===== config.mk =====
export PLATFORM = sky130hd
export DESIGN_NAME = bac_fifo
export DESIGN_NICKNAME = d
export VERILOG_FILES = /design/src/hw/rtl/bac_pkg.sv /design/src/hw/rtl/bac_fifo.sv
export SDC_FILE = /design/constraint.sdc
export NUM_CORES = 1
export LEC_CHECK = 0
export BUFFER_PORTS_ARGS = -buffer_cell sky130_fd_sc_hd__buf_4
export CAP_MARGIN = 25
export CORE_MARGIN = 2
export CORE_UTILIZATION = 33
export CTS_CLUSTER_SIZE = 16
export DETAILED_ROUTE_END_ITERATION = 16
export MAX_ROUTING_LAYER = met4
export PLACE_DENSITY = 0.49
export SLEW_MARGIN = 10
export SYNTH_ARGS = -nofsm -noshare
export SYNTH_HDL_FRONTEND = slang
export SYNTH_SLANG_ARGS = --single-unit

===== constraint.sdc =====
create_clock -name i_clk -period 3.47 [get_ports i_clk]
set_input_delay 0.694 -clock i_clk [delete_from_list [all_inputs] [get_ports i_clk]]
set_output_delay 0.694 -clock i_clk [all_outputs]
set_load 0.01 [all_outputs]

===== src/hw/rtl/bac_pkg.sv =====
// ----------------------------------------------------------------------------
// bac_pkg: shared types and constants for the bearing alignment check
// Holds field widths, the CORDIC angle table and the item struct that moves
// from the front part to the back part.
// ----------------------------------------------------------------------------
package bac_pkg;

    localparam int CoordW    = 16;
    localparam int AngW      = 17;
    localparam int DistW     = 17;
    localparam int AlignW    = 16;
    localparam int Stages    = 16;
    localparam int ScaleSh   = 44 - CoordW;
    // CORDIC datapath: dx scaled by 2^28 fits 46 bits, growth below 2 more
    localparam int CW        = 48;
    localparam int ZW        = 34;
    localparam int SqW       = 36;              // dx^2 + dy^2 of 17-bit values
    localparam int RootSteps = SqW / 2;

    localparam int FifoDepth = 4;
    localparam int FifoAw    = 2;

    localparam int CfgAw = 1;
    localparam logic [CfgAw-1:0] CFG_ZERO_TOL  = 1'b0;
    localparam logic [CfgAw-1:0] CFG_ALIGN_TOL = 1'b1;

    typedef struct packed {
        logic signed [CoordW:0]  dx;
        logic signed [CoordW:0]  dy;
        logic signed [AngW-1:0]  heading;
    } t_item;

    function automatic logic signed [ZW-1:0] atan_tab(input int i);
        logic signed [ZW-1:0] v;
        v = '0;
        case (i)
            0:  v = 34'sd536870912;
            1:  v = 34'sd316933406;
            2:  v = 34'sd167458907;
            3:  v = 34'sd85004756;
            4:  v = 34'sd42667331;
            5:  v = 34'sd21354465;
            6:  v = 34'sd10680094;
            7:  v = 34'sd5340245;
            8:  v = 34'sd2670163;
            9:  v = 34'sd1335087;
            10: v = 34'sd667544;
            11: v = 34'sd333772;
            12: v = 34'sd166886;
            13: v = 34'sd83443;
            14: v = 34'sd41722;
            15: v = 34'sd20861;
            16: v = 34'sd10430;
            17: v = 34'sd5215;
            18: v = 34'sd2608;
            19: v = 34'sd1304;
            20: v = 34'sd652;
            21: v = 34'sd326;
            22: v = 34'sd163;
            23: v = 34'sd81;
            default: v = '0;
        endcase
        return v;
    endfunction

endpackage


===== src/hw/rtl/bac_fifo.sv =====
// ----------------------------------------------------------------------------
// bac_fifo: short queue between the front and back parts
// Register-based FIFO with first-word-fall-through output.
// ----------------------------------------------------------------------------
module bac_fifo import bac_pkg::*; (
    input  logic  i_clk,
    input  logic  i_rst_n,
    input  logic  i_wr,
    output logic  o_ready,
    input  t_item i_data,
    output logic  o_valid,
    input  logic  i_rd,
    output t_item o_data
);

    t_item             r_mem [FifoDepth];
    logic [FifoAw-1:0] r_wp, r_rp;
    logic [FifoAw:0]   r_cnt;
    logic              w_wr, w_rd;

    assign o_ready = r_cnt != FifoAw'(0) + (FifoAw+1)'(FifoDepth);
    assign o_valid = r_cnt != '0;
    assign w_wr    = i_wr && o_ready;
    assign w_rd    = i_rd && o_valid;
    assign o_data  = r_mem[r_rp];

    always_ff @(posedge i_clk) begin
        if (!i_rst_n) begin
            r_wp  <= '0;
            r_rp  <= '0;
            r_cnt <= '0;
        end else begin
            if (w_wr) r_wp <= r_wp + 1'b1;
            if (w_rd) r_rp <= r_rp + 1'b1;
            if (w_wr && !w_rd) r_cnt <= r_cnt + 1'b1;
            else if (w_rd && !w_wr) r_cnt <= r_cnt - 1'b1;
        end
    end

    always_ff @(posedge i_clk) begin
        if (w_wr) r_mem[r_wp] <= i_data;
    end

    assert property (@(posedge i_clk) disable iff (!i_rst_n)
        r_cnt <= (FifoAw+1)'(FifoDepth))
        else $error("fifo count overflow");
    assert property (@(posedge i_clk) disable iff (!i_rst_n)
        (w_wr && !w_rd) |=> r_cnt == $past(r_cnt) + 1'b1)
        else $error("fifo count did not grow on write");
    assert property (@(posedge i_clk) disable iff (!i_rst_n)
        (r_cnt == '0) |-> (r_wp == r_rp))
        else $error("empty fifo pointers differ");

endmodule


==> results_dict.tcl <==
set metrics [dict create \
    critical_path.max_stage_delay_ps 730 \
    detailedRoute.firstPassIterationCount 4 \
    cp.arrival_ps 2180 \
    stdcell_area_mm2 0.00982 \
    max-vdd-ir-drop_mv 0.318 \
    cts_tree "yes" \
    cts.reportedPaths.clkPinSlew_ps 60 \
    drt-wirelength-per-cell_um 18.5 \
    dr.first_iter.drc_count 181 \
    grt_max_degree 52 \
    netlist_area_mm2 0.00791 \
    final_antenna_net_count 0 \
    via_count 3561 \
    rows 56 \
    end_kind "output port" \
    die_width_um 159 \
    report.final.setup_viol 0 \
    buffer_ports.inserted 107 \
    clock_buffer_count_from_cts 23 \
    fin_worst_skew_ps 9.91 \
    level_count_of_the_clock_h_tree 1 \
    finalCritPeriodShare_pct 82.8 \
    floorplan.core_area_mm2 0.0235 \
    cts-resized-gates 0 \
    synth_nets 376 \
    clock_sink_count 213 \
    ctsHoldBuffers 0 \
    first_global_vias 3932 \
    dp.final_hpwl_um 8450 \
    grtUsageTotal_pct 11.9 \
    final_weighted_congestion_in_routability_driven_placement 0.678 \
    status "completed" \
    cellPowerDensity_mw_per_mm2 739 \
    post_synth_inst_count 315 \
    hold_violations 0 \
    cell_area_after_placement_mm2 0.00914 \
    synth.yosys.warnings 0 \
    routed_wl_um 14400 \
    slew-limit-headroom_pct 60.3 \
    crit_path_required_time_ps 2780 \
    global_route_wire_length_before_repair_um 22300 \
    antenna_found_initial 0 \
    synth.yosys.seq_area_share_pct 79.7 \
    area_delta_synth_final_pct 24.1 \
    die_area_mm2 0.0252 \
    period_minus_slack_ps 2870 \
    tightestPinTransition_ps 596 \
    drive_gt1_share_pct 44.1 \
    cell_chain_of_the_critical_path "buf_12, mux4_2, buf_4" \
    design.final.nets 504 \
    tns_ps 0 \
    routed_via_density 4.59 \
    synth.distinct_cells 25 \
    power.leakage_uw 0.00327 \
    path_max_fanout 27 \
    crit_path_start_kind "register" \
    max_freq_mhz 348 \
    clk-insertion-delay-late_ps 490 \
    rsz0062_at_grt "no" \
    cts.root.buffer_cell "sky130_fd_sc_hd__clkbuf_16" \
    cts_post_setup_buffers_inserted 0 \
    start_util_pct 33.6 \
    holdCritPathClass "in -> reg" \
    clock_tree.buffer_depth 3 \
    slowest_stage_cell_crit_path "sky130_fd_sc_hd__dfxtp_4" \
    number_of_synthesized_register_bits 213 \
    kind_of_critical_path "reg -> out" \
    post-route-drc-count 0 \
    design.portCount 108 \
    overflow 0 \
    total_power_uw 7260 \
    postSynthAreaPerCell_um2 25.1 \
    drv.max_cap_violation_count 0 \
    die_h_um 159 \
    antenna_cells 0 \
    final_max_slew_viol_count 0 \
]
==> report_power, final <==
part / switching, uW / leakage [uW] / internal, uW / total [uW]
Clock: 873 / 0.000331 / 1360 / 2230
Sequential: 188 / 0.00194 / 3130 / 3310
Combinational: 738 / 0.000991 / 973 / 1710
==> kinds of logic (layout without fill, tap and decap cells) <==
group / count (synthesis) / in the layout / synth area share [%]
DFF: 213 / 213 / 79.7
xor gates and xnor gates: 4 / 4 / 0.443
and+or+nand+nor: 17 / 17 / 1.15
adders and majority gates: 6 / 6 / 1.04
buffers and inverters: 16 / 157 / 1.96
AOI/OAI and AO/OA: 5 / 5 / 0.775
muxes: 54 / 54 / 14.9
==> cell usage after synthesis <==
cell / count / area share [%]
sky130_fd_sc_hd__a21boi_0: 1 / 0.095
sky130_fd_sc_hd__a21boi_2: 1 / 0.14
sky130_fd_sc_hd__and2_1: 8 / 0.63
sky130_fd_sc_hd__buf_1: 1 / 0.047
sky130_fd_sc_hd__buf_12: 5 / 1.3
sky130_fd_sc_hd__buf_2: 5 / 0.32
sky130_fd_sc_hd__buf_6: 1 / 0.14
sky130_fd_sc_hd__clkbuf_1: 1 / 0.047
sky130_fd_sc_hd__dfxtp_1: 9 / 2.3
sky130_fd_sc_hd__edfxtp_1: 204 / 77
sky130_fd_sc_hd__fa_1: 1 / 0.25
sky130_fd_sc_hd__ha_1: 5 / 0.79
sky130_fd_sc_hd__inv_1: 3 / 0.14
sky130_fd_sc_hd__mux2i_1: 3 / 0.38
sky130_fd_sc_hd__mux4_1: 1 / 0.33
sky130_fd_sc_hd__mux4_2: 50 / 14
sky130_fd_sc_hd__nand2_1: 5 / 0.24
sky130_fd_sc_hd__nor2_1: 1 / 0.047
sky130_fd_sc_hd__nor2b_1: 1 / 0.079
sky130_fd_sc_hd__o21ai_0: 1 / 0.063
sky130_fd_sc_hd__o311ai_2: 1 / 0.21
sky130_fd_sc_hd__o31ai_4: 1 / 0.27
sky130_fd_sc_hd__or3_1: 2 / 0.16
sky130_fd_sc_hd__xnor2_1: 3 / 0.33
sky130_fd_sc_hd__xor2_1: 1 / 0.11
==> cell usage in the layout (no fill, tap or decap), types with 2 or more instances in the layout <==
cell,count
sky130_fd_sc_hd__edfxtp_1,204
sky130_fd_sc_hd__buf_4,109
sky130_fd_sc_hd__mux4_2,50
sky130_fd_sc_hd__clkbuf_16,23
sky130_fd_sc_hd__clkbuf_1,8
sky130_fd_sc_hd__buf_12,7
sky130_fd_sc_hd__dfxtp_1,7
sky130_fd_sc_hd__nand2_1,5
sky130_fd_sc_hd__ha_1,5
sky130_fd_sc_hd__and2_2,4
sky130_fd_sc_hd__and2_1,4
sky130_fd_sc_hd__clkinv_1,4
sky130_fd_sc_hd__inv_1,3
sky130_fd_sc_hd__xnor2_1,3
sky130_fd_sc_hd__mux2i_1,3
sky130_fd_sc_hd__or3_1,2
sky130_fd_sc_hd__bufinv_16,2
==> stage by stage <==
stage                     utilization (%)  std cells  hold slack (ps)  setup WS [ps]
final                                41.7        775              404            597
after CTS                            41.7        775              376            486
after global routing                 41.7        775              377            427
after global placement               38.8        737              476           1020
after floorplan                         -        315              468            827
after detailed placement             38.8        737              509            918
==> critical path: cells and delay by family (launching register included) <==
kind | cells | cell delay (ps)
buffers and inverters | 2 | 420
DFF | 1 | 730
muxes | 1 | 520
==> worst paths after layout <==
path | from | endpoint | slack [ps] | depth (start not counted)
max | register | o_data[32] | 600 | 3
min | i_data[17] | r_mem[2][17]$_DFFE_PP_ | 400 | 1
max reg2reg | r_cnt[0]$_SDFFE_PN0P_ | r_cnt[2]$_SDFFE_PN0P_ | 1040 | 8
min reg2reg | r_wp[1]$_SDFFE_PN0P_ | r_wp[1]$_SDFFE_PN0P_ | 510 | 2
==> sequential cells by signal, summed over array words and instances, names as in the netlist, named ones only <==
signal / cells
r_mem: 204
r_cnt: 3
r_rp: 2
r_wp: 2
==> per-layer routing <==
layer  share of wire [%]  up-vias  global-route usage, %
met4                 1.4        0                   3.10
met2                  51       94                   19.5
li1                    -     1582                      -
met1                  42     1867                   14.8
met5                   0        -                      -
met3                 6.1       18                   3.29
==> area by class of cell <==
| class | count | area, um2 |
|---|---|---|
| Multi-Input combinational cell | 86 | 1460 |
| Fill cell | 2140 | 13700 |
| Clock inverter | 7 | 80.1 |
| Tap cell | 319 | 399 |
| Sequential cell | 213 | 6310 |
| Clock buffer | 31 | 606 |
| Timing Repair Buffer | 116 | 958 |
| Inverter | 3 | 11.3 |
No activity file was read; power rests on OpenSTA's default activity.
