[config.mk]
export PLATFORM = sky130hd
export DESIGN_NAME = bac_front
export DESIGN_NICKNAME = d
export VERILOG_FILES = /design/src/hw/rtl/bac_pkg.sv /design/src/hw/rtl/bac_front.sv
export SDC_FILE = /design/constraint.sdc
export NUM_CORES = 1
export LEC_CHECK = 0
export BUFFER_PORTS_ARGS = -buffer_cell sky130_fd_sc_hd__buf_4
export CAP_MARGIN = 20
export CORE_MARGIN = 2
export CORE_UTILIZATION = 54
export CTS_BUF_LIST = sky130_fd_sc_hd__clkbuf_4
export DETAILED_ROUTE_END_ITERATION = 6
export PLACE_DENSITY = 0.89
export SYNTH_ARGS = -nofsm -noshare
export SYNTH_HDL_FRONTEND = slang
export SYNTH_SLANG_ARGS = --single-unit
[constraint.sdc]
create_clock -name i_clk -period 9 [get_ports i_clk]
set_input_delay 1.8 -clock i_clk [delete_from_list [all_inputs] [get_ports i_clk]]
set_output_delay 1.8 -clock i_clk [all_outputs]
set_load 0.01 [all_outputs]
[src/hw/rtl/bac_pkg.sv]
// ----------------------------------------------------------------------------
// bac_pkg: shared types and constants for the bearing alignment check
// Holds field widths, the CORDIC angle table and the item struct that moves
// from the front part to the back part.
// ----------------------------------------------------------------------------
package bac_pkg;

    localparam int CoordW    = 16;
    localparam int AngW      = 17;
    localparam int DistW     = 17;
    localparam int AlignW    = 16;
    localparam int Stages    = 16;
    localparam int ScaleSh   = 44 - CoordW;
    // CORDIC datapath: dx scaled by 2^28 fits 46 bits, growth below 2 more
    localparam int CW        = 48;
    localparam int ZW        = 34;
    localparam int SqW       = 36;              // dx^2 + dy^2 of 17-bit values
    localparam int RootSteps = SqW / 2;

    localparam int FifoDepth = 4;
    localparam int FifoAw    = 2;

    localparam int CfgAw = 1;
    localparam logic [CfgAw-1:0] CFG_ZERO_TOL  = 1'b0;
    localparam logic [CfgAw-1:0] CFG_ALIGN_TOL = 1'b1;

    typedef struct packed {
        logic signed [CoordW:0]  dx;
        logic signed [CoordW:0]  dy;
        logic signed [AngW-1:0]  heading;
    } t_item;

    function automatic logic signed [ZW-1:0] atan_tab(input int i);
        logic signed [ZW-1:0] v;
        v = '0;
        case (i)
            0:  v = 34'sd536870912;
            1:  v = 34'sd316933406;
            2:  v = 34'sd167458907;
            3:  v = 34'sd85004756;
            4:  v = 34'sd42667331;
            5:  v = 34'sd21354465;
            6:  v = 34'sd10680094;
            7:  v = 34'sd5340245;
            8:  v = 34'sd2670163;
            9:  v = 34'sd1335087;
            10: v = 34'sd667544;
            11: v = 34'sd333772;
            12: v = 34'sd166886;
            13: v = 34'sd83443;
            14: v = 34'sd41722;
            15: v = 34'sd20861;
            16: v = 34'sd10430;
            17: v = 34'sd5215;
            18: v = 34'sd2608;
            19: v = 34'sd1304;
            20: v = 34'sd652;
            21: v = 34'sd326;
            22: v = 34'sd163;
            23: v = 34'sd81;
            default: v = '0;
        endcase
        return v;
    endfunction

endpackage

[src/hw/rtl/bac_front.sv]
// ----------------------------------------------------------------------------
// bac_front: input stage
// Registers the point pair and forms the coordinate differences.
// ----------------------------------------------------------------------------
module bac_front import bac_pkg::*; (
    input  logic                     i_clk,
    input  logic                     i_rst_n,
    input  logic                     i_push,
    output logic                     o_full,
    input  logic signed [CoordW-1:0] i_origin_x,
    input  logic signed [CoordW-1:0] i_origin_y,
    input  logic signed [AngW-1:0]   i_heading,
    input  logic signed [CoordW-1:0] i_target_x,
    input  logic signed [CoordW-1:0] i_target_y,
    output logic                     o_valid,
    input  logic                     i_ready,
    output t_item                    o_item
);

    logic  r_valid;
    t_item r_item;
    logic  w_take;

    assign o_full  = r_valid && !i_ready;
    assign w_take  = i_push && !o_full;
    assign o_valid = r_valid;
    assign o_item  = r_item;

    always_ff @(posedge i_clk) begin
        if (!i_rst_n) begin
            r_valid <= 1'b0;
        end else if (w_take) begin
            r_valid <= 1'b1;
        end else if (i_ready) begin
            r_valid <= 1'b0;
        end
    end

    always_ff @(posedge i_clk) begin
        if (w_take) begin
            r_item.dx      <= {i_target_x[CoordW-1], i_target_x}
                            - {i_origin_x[CoordW-1], i_origin_x};
            r_item.dy      <= {i_target_y[CoordW-1], i_target_y}
                            - {i_origin_y[CoordW-1], i_origin_y};
            r_item.heading <= i_heading;
        end
    end

endmodule

==> metrics.md, run 1 <==
| Metric | Value |
|---|---|
| Final-report setup violation count | `0` |
| Vias/cell | `5.30` |
| Post-detail-place hpwl | `5.94 mm` |
| Crit path setup slack, layout | `4.81 ns` |
| Top Ports | `138` |
| Post-synth EDFFs | `51` |
| Clock power frac | `between 10% and 20%` |
| Commonest non-fill, non-tap cell in the layout | `buf_4` |
| Main synth FF type | `edfxtp_1` |
| Post-CTS Setup Bufs | `0` |
| Synth Cell Area | `between 0.003 and 0.004 mm^2` |
| Sequential share of power | `49.5%` |
| DRT Pass-1 Iters | `4` |
| Fmax | `239 MHz` |
| Post-route DRC | `0` |
| Critical path type | `in2out` |
| Total of warnings raised by yosys | `0` |
| Hold crit path type | `reg2reg` |
| Internal cell power | `around 0.44 mW` |
| RSZ-0062 raised after global routing | `no` |
| Crit path DAT | `between 2 and 2.5 ns` |
| Total Nets Final | `around 560` |
| Synth Instances | `298` |
| Share of layout cells above drive strength 1 | `a little over a third` |
| Die Wd | `81.7 um` |
| Gp weighted congestion | `0.802` |
| Clock root buffer | `clkbuf_4` |
| Commonest non-fill, non-tap cells in the layout | `138 x buf_4, 51 x edfxtp_1, 45 x inv_1, 32 x ha_1, 22 x a21oi_1` |
| Clk pin slew, worst setup/hold paths | `0.16 ns` |
| Gr usage total | `22.4%` |
| Actual slew at the worst max-slew pin | `0.647 ns` |
| Initial Utilization | `55.4%` |
| CTS tree | `built` |
| Slew headroom | `56.9%` |
| Final instance count without filler cells | `515` |
| Status | `finished clean` |
| Grt ovf | `0` |
| Post-CTS resize count | `0` |
| Row cnt | `28` |
| Tot Pwr | `0.619 mW` |
| Vias | `2729` |
| Yosys reg bits | `52` |
| DIE AREA | `0.00667 mm^2` |
| Routed Antenna Nets | `0` |
| Worst Setup Start Kind | `input pin` |
| Slew Limit Fails | `0` |
| Pwr per Cell Area | `between 100 and 150 mW/mm^2` |
| LEAKAGE | `roughly 2.1 nW` |
| Post-DR wirelength/cell | `14.3 um` |
| Worst skew pair latency | `0.37 ns` |
| Port buffer count | `about 140` |
| Hold Vio Cnt, Final | `0` |
| Clock sinks | `52` |
| Core area | `0.00589 mm^2` |
| CTS buffer count | `5` |
| Max VDD drop | `0.0736 mV` |
| Clock tree buffer depth | `2` |
| Worst EP required | `7.20 ns` |
| Vias in the first global route | `2623` |
| Total negative slack | `0 ns` |
| Pin count of the biggest net entering global routing | `52` |
| Async SR Flop Fraction | `0%` |
| Switch Pwr | `0.183 mW` |
| Drt total wl | `7.37 mm` |
| Max_cap viols | `0` |
| Syn Nets | `417` |
| Final core utilization | `approximately 75%` |
| Dpl cells | `about 510` |
| Combinational fraction of design power | `around a third` |
| Post-synthesis sequential area ratio | `47.6%` |
| Final antenna diode count | `0` |
| Initial DRC count | `122` |
| Global-route wire length before repair | `11.5 mm` |
| Final Critical Period | `around 4.2 ns` |
| CP Max Fanout | `3` |
| Avg Cell Area, Syn | `approximately 11 um^2` |
| Switching share of total power | `29.6%` |
| Die Y-Extent | `around 82 um` |
| Endpoint class of the critical path | `primary output` |
| Synth cell types | `between 40 and 50` |
| Antenna violations before repair | `0` |
| Dpl ws | `about 4.8 ns` |
| H-tree levels | `2` |
| Syn-to-layout area delta | `36.3%` |
| Worst Clk Skew | `0.0119 ns` |
| # hold bufs at CTS | `0` |
| Tcrit/Tclk final | `46.5%` |
==> cells in the mapped netlist, types with 2 or more instances <==
library cell | number | area [um^2]
nor3_1 | 3 | 15.0
nand4_1 | 3 | 18.8
o31a_1 | 2 | 17.5
nor2_1 | 20 | 75.1
a31oi_1 | 4 | 25.0
ha_1 | 32 | 400
mux2i_1 | 2 | 20.0
o211ai_1 | 5 | 37.5
xnor2_1 | 11 | 96.3
or3_1 | 2 | 12.5
o21ai_0 | 7 | 35.0
o21bai_1 | 2 | 15.0
o2111ai_1 | 2 | 17.5
inv_1 | 45 | 169
clkbuf_1 | 4 | 15.0
nand2_1 | 10 | 37.5
xor2_1 | 9 | 78.8
nand2b_1 | 3 | 18.8
o21a_1 | 8 | 60.1
nor2b_1 | 9 | 56.3
or4_1 | 2 | 15.0
a211o_1 | 2 | 17.5
a21oi_1 | 22 | 110
fa_1 | 2 | 40.0
edfxtp_1 | 51 | 1530
a21o_1 | 11 | 82.6
a221oi_1 | 2 | 17.5
nand3_1 | 6 | 30.0
==> registers in the layout, indices dropped and copies added (netlist names) <==
signal   count
o_valid      1
o_item      51
==> through the flow <==
step	instance area, um^2	hold WS (ns)
global placement	4380	0.667
global route	4440	0.751
floorplan	3260	0.710
finish	4440	0.738
CTS	4440	0.743
detailed placement	4380	0.724
==> cell families after synthesis <==
group / synth area share (%)
buf+inv: 5.64
flops: 47.6
compound gates: 17.7
fa+ha+maj: 13.5
simple gates: 9.25
xor+xnor: 5.37
mux: 0.960
==> cell type report <==
class                           instances  area (um^2)
Multi-Input combinational cell        197         1530
Sequential cell                        52         1550
Timing Repair Buffer                  138         1040
Clock buffer                            5         37.5
Inverter                               45          169
Tap cell                               75         93.8
Fill cell                             402         1440
Clock inverter                          3         22.5
==> per-layer routing <==
| metal | global-route usage [%] | wire, um | up-vias |
|---|---|---|---|
| met4 | 6.67 | 126 | 0 |
| li1 | - | - | 1366 |
| met5 | 0 | 0 | - |
| met3 | 4.40 | 591 | 9 |
| met2 | 43.7 | 3940 | 107 |
| met1 | 24.4 | 2710 | 1247 |
==> worst max-delay path: stages <==
cell	delay (ns)
buf_4	0.11
nor2b_1	0.28
buf_4	0.19
==> path summary, 6_finish.rpt <==
check | from | end | slack, ns | depth (start not counted)
hold reg to reg | o_valid$_SDFFE_PN0P_ | o_valid$_SDFFE_PN0P_ | 0.74 | 2
setup reg to reg | o_valid$_SDFFE_PN0P_ | o_item[49]$_DFFE_PP_ | 7.46 | 3
setup / recovery | i_ready | o_full | 4.81 | 3
hold / removal | o_valid$_SDFFE_PN0P_ | o_valid$_SDFFE_PN0P_ | 0.74 | 2
==> power groups by stage <==
stage	combinational (mW)	clock, mW	sequential (mW)
6_report	0.203	0.109	0.307
5_1_grt	0.224	0.118	0.309
3_5_place_dp	0.203	0	0.313
2_1_floorplan	0.103	0	0.326
3_3_place_gp	0.195	0	0.312
4_1_cts	0.204	0.111	0.307
(Power assumes the default switching activity.)
==> run 2, diff against run 1 <==
--- a/config.mk
+++ b/config.mk
@@ -8,10 +8,10 @@
 export BUFFER_PORTS_ARGS = -buffer_cell sky130_fd_sc_hd__buf_4
 export CAP_MARGIN = 20
 export CORE_MARGIN = 2
-export CORE_UTILIZATION = 54
+export CORE_UTILIZATION = 50
 export CTS_BUF_LIST = sky130_fd_sc_hd__clkbuf_4
 export DETAILED_ROUTE_END_ITERATION = 6
-export PLACE_DENSITY = 0.89
+export PLACE_DENSITY = 0.83
 export SYNTH_ARGS = -nofsm -noshare
 export SYNTH_HDL_FRONTEND = slang
 export SYNTH_SLANG_ARGS = --single-unit
==> constraint.sdc (replaced) <==
create_clock -name i_clk -period 4.38 [get_ports i_clk]
set_input_delay 0.876 -clock i_clk [delete_from_list [all_inputs] [get_ports i_clk]]
set_output_delay 0.876 -clock i_clk [all_outputs]
set_load 0.01 [all_outputs]
==> run 2 against run 1 <==
First-iteration DRC count up 25%. Combinational power is 100% higher. Total power is 110% higher. Register-to-register slack worse by 5.1 ns. Final area is 0.59% higher. Sequential share of layout area shrank 0.21 points. Global-route usage shrank 2.7 points. Sequential power up 110%. Routed wire length fell by 4.4%. Worst hold slack got worse by 0.076 ns. Critical path depth increased by 6. Non-clock buffer count unchanged. Critical endpoint is now o_item[33]$_DFFE_PP_.
==> metrics.md, run 2 (synthesized netlist as in run 1, its figures left out) <==
| Metric | Value |
|---|---|
| Worst Setup Start Kind | `input pin` |
| CTS tree | `built` |
| Post-DR wirelength/cell | `between 10 and 15 um` |
| Dpl cells | `509` |
| CP Max Fanout | `4` |
| DIE AREA | `0.00718 mm^2` |
| Critical path type | `in2reg` |
| Clock tree buffer depth | `2` |
| Worst R2R Path Depth | `3` |
| Hold crit path type | `in2reg` |
| # hold bufs at CTS | `0` |
| Design Area, Final | `0.00447 mm^2` |
| Critical path's largest stage delay | `0.41 ns` |
| Worst EP required | `around 4.5 ns` |
| Commonest non-fill, non-tap cell in the layout | `buf_4` |
| Grt peak-use layer | `met2` |
| Worst Clk Skew | `approximately 0.011 ns` |
| Sequential share of power | `47.6%` |
| Actual slew at the worst max-slew pin | `about 1.0 ns` |
| Top Ports | `138` |
| Final Critical Period | `2.64 ns` |
| Internal cell power | `0.953 mW` |
| Max VDD drop | `0.147 mV` |
| H-tree levels | `2` |
| Final instance count without filler cells | `around 520` |
| Commonest non-fill, non-tap cells in the layout | `138 x buf_4, 51 x edfxtp_1, 45 x inv_1, 32 x ha_1, 22 x a21oi_1` |
| Worst path cell trace | `buf_4, ha_1, fa_1, nor2b_1, o2111ai_1, a21o_1, a211o_1, a21oi_1, o22ai_1` |
| Port buffer count | `between 100 and 150` |
| Hold path depth | `1` |
| RSZ-0062 raised after global routing | `no` |
| Initial Utilization | `51.6%` |
| Max FFs per register | `51` |
| Pwr per Cell Area | `297 mW/mm^2` |
| Gr usage total | `approximately a fifth` |
| M1 GR Usage | `21.2%` |
| Pin count of the biggest net entering global routing | `38` |
| Die Wd | `between 80 and 90 um` |
| Antenna violations before repair | `0` |
| Global-route wire length before repair | `11.4 mm` |
| Routed Antenna Nets | `0` |
| Worst-case hold slack | `~0.66 ns` |
| Slew Limit Fails | `0` |
| Clock root buffer | `clkbuf_4` |
| Routing usage on met2 | `37.8%` |
| Final antenna diode count | `0` |
| Tcrit/Tclk final | `60.3%` |
| Vias | `around 2700` |
| Gp weighted congestion | `0.810` |
| CTS buffer count | `5` |
| Switch Pwr | `0.373 mW` |
| Total negative slack | `0 ns` |
| Endpoint class of the critical path | `register` |
| Post-detail-place hpwl | `5.76 mm` |
| Combinational fraction of design power | `a little under a third` |
| GR Layer Usage met3 | `about 4.4%` |
| Fill cell count | `488` |
| Sequential standard cell area | `0.00155 mm^2` |
| Share of layout cells above drive strength 1 | `a little over a third` |
| Post-CTS Setup Bufs | `0` |
| Final core utilization | `70.8%` |
| DRT Pass-1 Iters | `5` |
| Row cnt | `29` |
| Initial DRC count | `152` |
| Drt total wl | `7.04 mm` |
| Status | `finished clean` |
| Slowest cell on crit path | `fa_1` |
| DP Area | `0.00438 mm^2` |
| LEAKAGE | `2.13 nW` |
| Post-CTS resize count | `0` |
| Crit path DAT | `about 2.8 ns` |
| Clk pin slew, worst setup/hold paths | `~0.16 ns` |
| Footprint of the multi-input gates | `0.00153 mm^2` |
| Worst skew pair latency | `0.37 ns` |
| Fmax | `379 MHz` |
| Vias/cell | `5.31` |
| Hold Vio Cnt, Final | `0` |
| Grt ovf | `0` |
| Die Y-Extent | `84.7 um` |
| Final-report setup violation count | `0` |
| Post-route DRC | `0` |
| Switching share of total power | `28.1%` |
| Vias in the first global route | `2689` |
| Clock power frac | `21.2%` |
| Slew headroom | `between 20% and 30%` |
| Clock sinks | `52` |
| Max_cap viols | `0` |
| Syn-to-layout area delta | `37.1%` |
| Core area | `0.00631 mm^2` |
| Total Nets Final | `between 500 and 600` |
==> run 2: cell count changes in the layout (fill, tap and decap cells not counted) <==
cell        before  now
bufinv_16        0    1
clkinv_2         1    0
clkinv_4         1    0
clkinvlp_4       0    1
==> run 2: critical path: cells and delay by family <==
| family | cells | cell delay (ns) |
|---|---|---|
| compound gates | 5 | 1.00 |
| fa+ha+maj | 2 | 0.63 |
| simple gates | 1 | 0.17 |
| buf+inv | 1 | 0.11 |
==> run 2: stage by stage <==
stage	power [mW]	worst slack, ns
6_report	1.33	1.74
5_1_grt	1.40	1.65
4_1_cts	1.33	1.77
3_5_place_dp	1.06	1.35
3_3_place_gp	1.04	1.41
2_1_floorplan	0.881	0.666
==> run 2: cell type report <==
type | count | share of cell area, %
Sequential cell | 52 | 34.7
Multi-Input combinational cell | 197 | 34.3
Timing Repair Buffer | 138 | 23.2
Inverter | 45 | 3.78
Tap cell | 77 | 2.16
Clock inverter | 3 | 1.04
Clock buffer | 5 | 0.840
==> run 2: power by group through the flow <==
stage / Clock (mW) / Sequential [mW] / Combinational (mW)
after floorplan: 0 / 0.670 / 0.212
after global placement: 0 / 0.642 / 0.400
after detailed placement: 0 / 0.642 / 0.414
after CTS: 0.287 / 0.632 / 0.414
after global routing: 0.304 / 0.636 / 0.456
final: 0.281 / 0.631 / 0.414
==> run 2: layer usage <==
layer	up-vias	wire (um)
met5	-	0
met4	0	117
met3	15	521
met2	118	3870
met1	1250	2530
li1	1361	-
==> run 2: worst paths after layout <==
check | from | endpoint | slack, ns
worst min register to register | o_valid$_SDFFE_PN0P_ | o_valid$_SDFFE_PN0P_ | 0.70
worst max register to register | o_valid$_SDFFE_PN0P_ | o_item[24]$_DFFE_PP_ | 2.36
worst min-delay path | i_heading[3] | o_item[3]$_DFFE_PP_ | 0.66
worst max-delay path | i_origin_y[0] | o_item[33]$_DFFE_PP_ | 1.74
==> run 3, diff against run 2 <==
--- a/config.mk
+++ b/config.mk
@@ -5,13 +5,14 @@
 export SDC_FILE = /design/constraint.sdc
 export NUM_CORES = 1
 export LEC_CHECK = 0
+export ABC_AREA = 1
 export BUFFER_PORTS_ARGS = -buffer_cell sky130_fd_sc_hd__buf_4
 export CAP_MARGIN = 20
 export CORE_MARGIN = 2
-export CORE_UTILIZATION = 50
+export CORE_UTILIZATION = 47
 export CTS_BUF_LIST = sky130_fd_sc_hd__clkbuf_4
 export DETAILED_ROUTE_END_ITERATION = 6
-export PLACE_DENSITY = 0.83
+export PLACE_DENSITY = 0.8
 export SYNTH_ARGS = -nofsm -noshare
 export SYNTH_HDL_FRONTEND = slang
 export SYNTH_SLANG_ARGS = --single-unit
==> constraint.sdc (replaced) <==
create_clock -name i_clk -period 2.2 [get_ports i_clk]
set_input_delay 0.44 -clock i_clk [delete_from_list [all_inputs] [get_ports i_clk]]
set_output_delay 0.44 -clock i_clk [all_outputs]
set_load 0.01 [all_outputs]
==> run 3 against run 2 <==
Routed wire length up 17%. Synthesized cell count is 65% higher. Sequential power grew 98%. Clock skew rose by 0.0022 ns. Cell count up 43%. Count of clock-buffer cells in the layout up 1. Total power up 110%. Sequential cell count is the same. Largest power group unchanged. Highest routed layer unchanged.
==> metrics.md, run 3 <==
| Metric | Value |
|---|---|
| Status | `finished clean` |
| Post-synth top area cell | `edfxtp_1` |
| Max VDD drop | `around 0.41 mV` |
| Post-CTS Setup Bufs | `0` |
| Fill cell count | `668` |
| Yosys reg bits | `between 50 and 60` |
| Clock sinks | `52` |
| Final Critical Period | `between 1.5 and 2 ns` |
| Hold crit path type | `in2reg` |
| Worst Setup Start Kind | `input pin` |
| Die Y-Extent | `92.9 um` |
| Die Wd | `92.9 um` |
| Clk pin slew, worst setup/hold paths | `around 0.15 ns` |
| Worst skew pair latency | `0.36 ns` |
| Total of warnings raised by yosys | `0` |
| Total negative slack | `0 ns` |
| Crit path setup slack, layout | `0.522 ns` |
| Gr usage total | `19.4%` |
| Initial Utilization | `48.3%` |
| Hold Vio Cnt, Final | `0` |
| Routed Antenna Nets | `0` |
| Syn-to-layout area delta | `34.6%` |
| Vias/cell | `4.65` |
| Pwr per Cell Area | `562 mW/mm^2` |
| Final core utilization | `65.0%` |
| Syn Nets | `611` |
| Worst-case hold slack | `0.238 ns` |
| Commonest non-fill, non-tap cell in the layout | `nand2_1` |
| Vias | `3444` |
| Share of layout cells above drive strength 1 | `between 20% and 30%` |
| Dpl ws | `0.147 ns` |
| Port buffer count | `approximately 140` |
| Max_cap viols | `0` |
| LEAKAGE | `2.89 nW` |
| CP Max Fanout | `3` |
| Gp weighted congestion | `0.896` |
| Clock tree buffer depth | `2` |
| Clock root buffer | `clkbuf_4` |
| Antenna violations before repair | `0` |
| Synth area leaders | `edfxtp_1 41%, nand2_1 18%, inv_1 13%` |
| Vias in the first global route | `3299` |
| CTS tree | `built` |
| Initial DRC count | `136` |
| Synth cell count leaders | `180 x nand2_1, 127 x inv_1, 51 x edfxtp_1` |
| Synth Instances | `about 490` |
| Post-route DRC | `0` |
| Slew Limit Fails | `0` |
| Top-count cell post-synth | `nand2_1` |
| Actual slew at the worst max-slew pin | `0.402 ns` |
| # hold bufs at CTS | `0` |
| RSZ-0062 raised after global routing | `no` |
| Worst EP required | `2.32 ns` |
| Main synth FF type | `edfxtp_1` |
| Critical path type | `in2reg` |
| Post-DR wirelength/cell | `11.2 um` |
| Synth cell types | `19` |
| Drt total wl | `8.27 mm` |
| Endpoint class of the critical path | `register` |
| DRT Pass-1 Iters | `4` |
| Fmax | `596 MHz` |
| Top cell type's share of synthesized area | `41.3%` |
| Post-detail-place hpwl | `6.95 mm` |
| Post-synth EDFFs | `51` |
| Crit path DAT | `1.80 ns` |
| Final antenna diode count | `0` |
| CTS buffer count | `5` |
| Global-route wire length before repair | `between 10 and 15 mm` |
| H-tree levels | `2` |
| Post-synthesis sequential area ratio | `41.8%` |
| Max FFs per register | `51` |
| Total Nets Final | `757` |
| DIE AREA | `0.00862 mm^2` |
| Worst Clk Skew | `0.0132 ns` |
| Row cnt | `32` |
| Top Ports | `approximately 140` |
| Async SR Flop Fraction | `0%` |
| Post-CTS resize count | `0` |
| Avg Cell Area, Syn | `between 7 and 8 um^2` |
| Final-report setup violation count | `0` |
| Core area | `slightly below 0.008 mm^2` |
| Slew headroom | `73.2%` |
| Pin count of the biggest net entering global routing | `32` |
| Synth Cell Area | `0.00371 mm^2` |
| Commonest non-fill, non-tap cells in the layout | `180 x nand2_1, 139 x buf_4, 127 x inv_1, 51 x edfxtp_1, 32 x ha_1` |
| Grt ovf | `0` |
| Tcrit/Tclk final | `76.3%` |
[run 3: path summary, 6_finish.rpt]
| check | from | end | slack (ns) | cells after the start |
|---|---|---|---|---|
| worst min register to register | o_valid$_SDFFE_PN0P_ | o_valid$_SDFFE_PN0P_ | 0.51 | 2 |
| worst max-delay path | i_origin_y[0] | o_item[27]$_DFFE_PP_ | 0.52 | 11 |
| worst min-delay path | i_heading[15] | o_item[15]$_DFFE_PP_ | 0.24 | 1 |
| worst max register to register | o_valid$_SDFFE_PN0P_ | o_item[38]$_DFFE_PP_ | 0.91 | 4 |
[run 3: kinds of logic (layout without fill, tap and decap cells)]
family          count (synthesis)  in the layout  synth area share (%)
xor+xnor                       14             14                  3.30
fa+ha+maj                      34             34                  11.9
buf+inv                       132            279                  13.4
flops                          52             52                  41.8
simple gates                  239            239                  26.8
compound gates                 21             21                  2.90
[run 3: worst max-delay path, stage by stage]
cell and delay (ns):
buf_4 0.11, ha_1 0.22, fa_1 0.40, inv_1 0.07
nand2_1 0.05, nand2_1 0.10, nand3_1 0.09, nand2_2 0.10
nand2_1 0.08, nand3_1 0.08, nand2_1 0.07
[run 3: through the flow]
stage	cells	total power [mW]	instance area (um^2)
after floorplan	492	1.80	3720
after global placement	733	2.14	4890
after detailed placement	733	2.17	4890
after CTS	741	2.83	4990
after global routing	741	2.98	4990
final	741	2.81	4990
[run 3: final cells by class]
class / count / area, um^2 / area share [%]
Clock buffer: 6 / 45.0 / 0.902
Clock inverter: 2 / 60.1 / 1.20
Inverter: 132 / 495 / 9.92
Multi-Input combinational cell: 308 / 1670 / 33.5
Sequential cell: 52 / 1550 / 31.1
Tap cell: 102 / 128 / 2.56
Timing Repair Buffer: 139 / 1040 / 20.9
[run 3: routing by layer]
metal	track usage [%]	vias up	wire, um
li1	-	1784	-
met4	7.35	0	187
met5	0	-	0
met2	37.3	123	4320
met1	21.7	1525	3240
met3	2.28	12	523
[run 3: where the power goes]
| group | leakage (nW) | internal (mW) | switching (mW) | total (mW) |
|---|---|---|---|---|
| Sequential | 0.504 | 1.22 | 0.0280 | 1.25 |
| Clock | 0.0559 | 0.367 | 0.290 | 0.657 |
| Combinational | 2.33 | 0.411 | 0.489 | 0.900 |
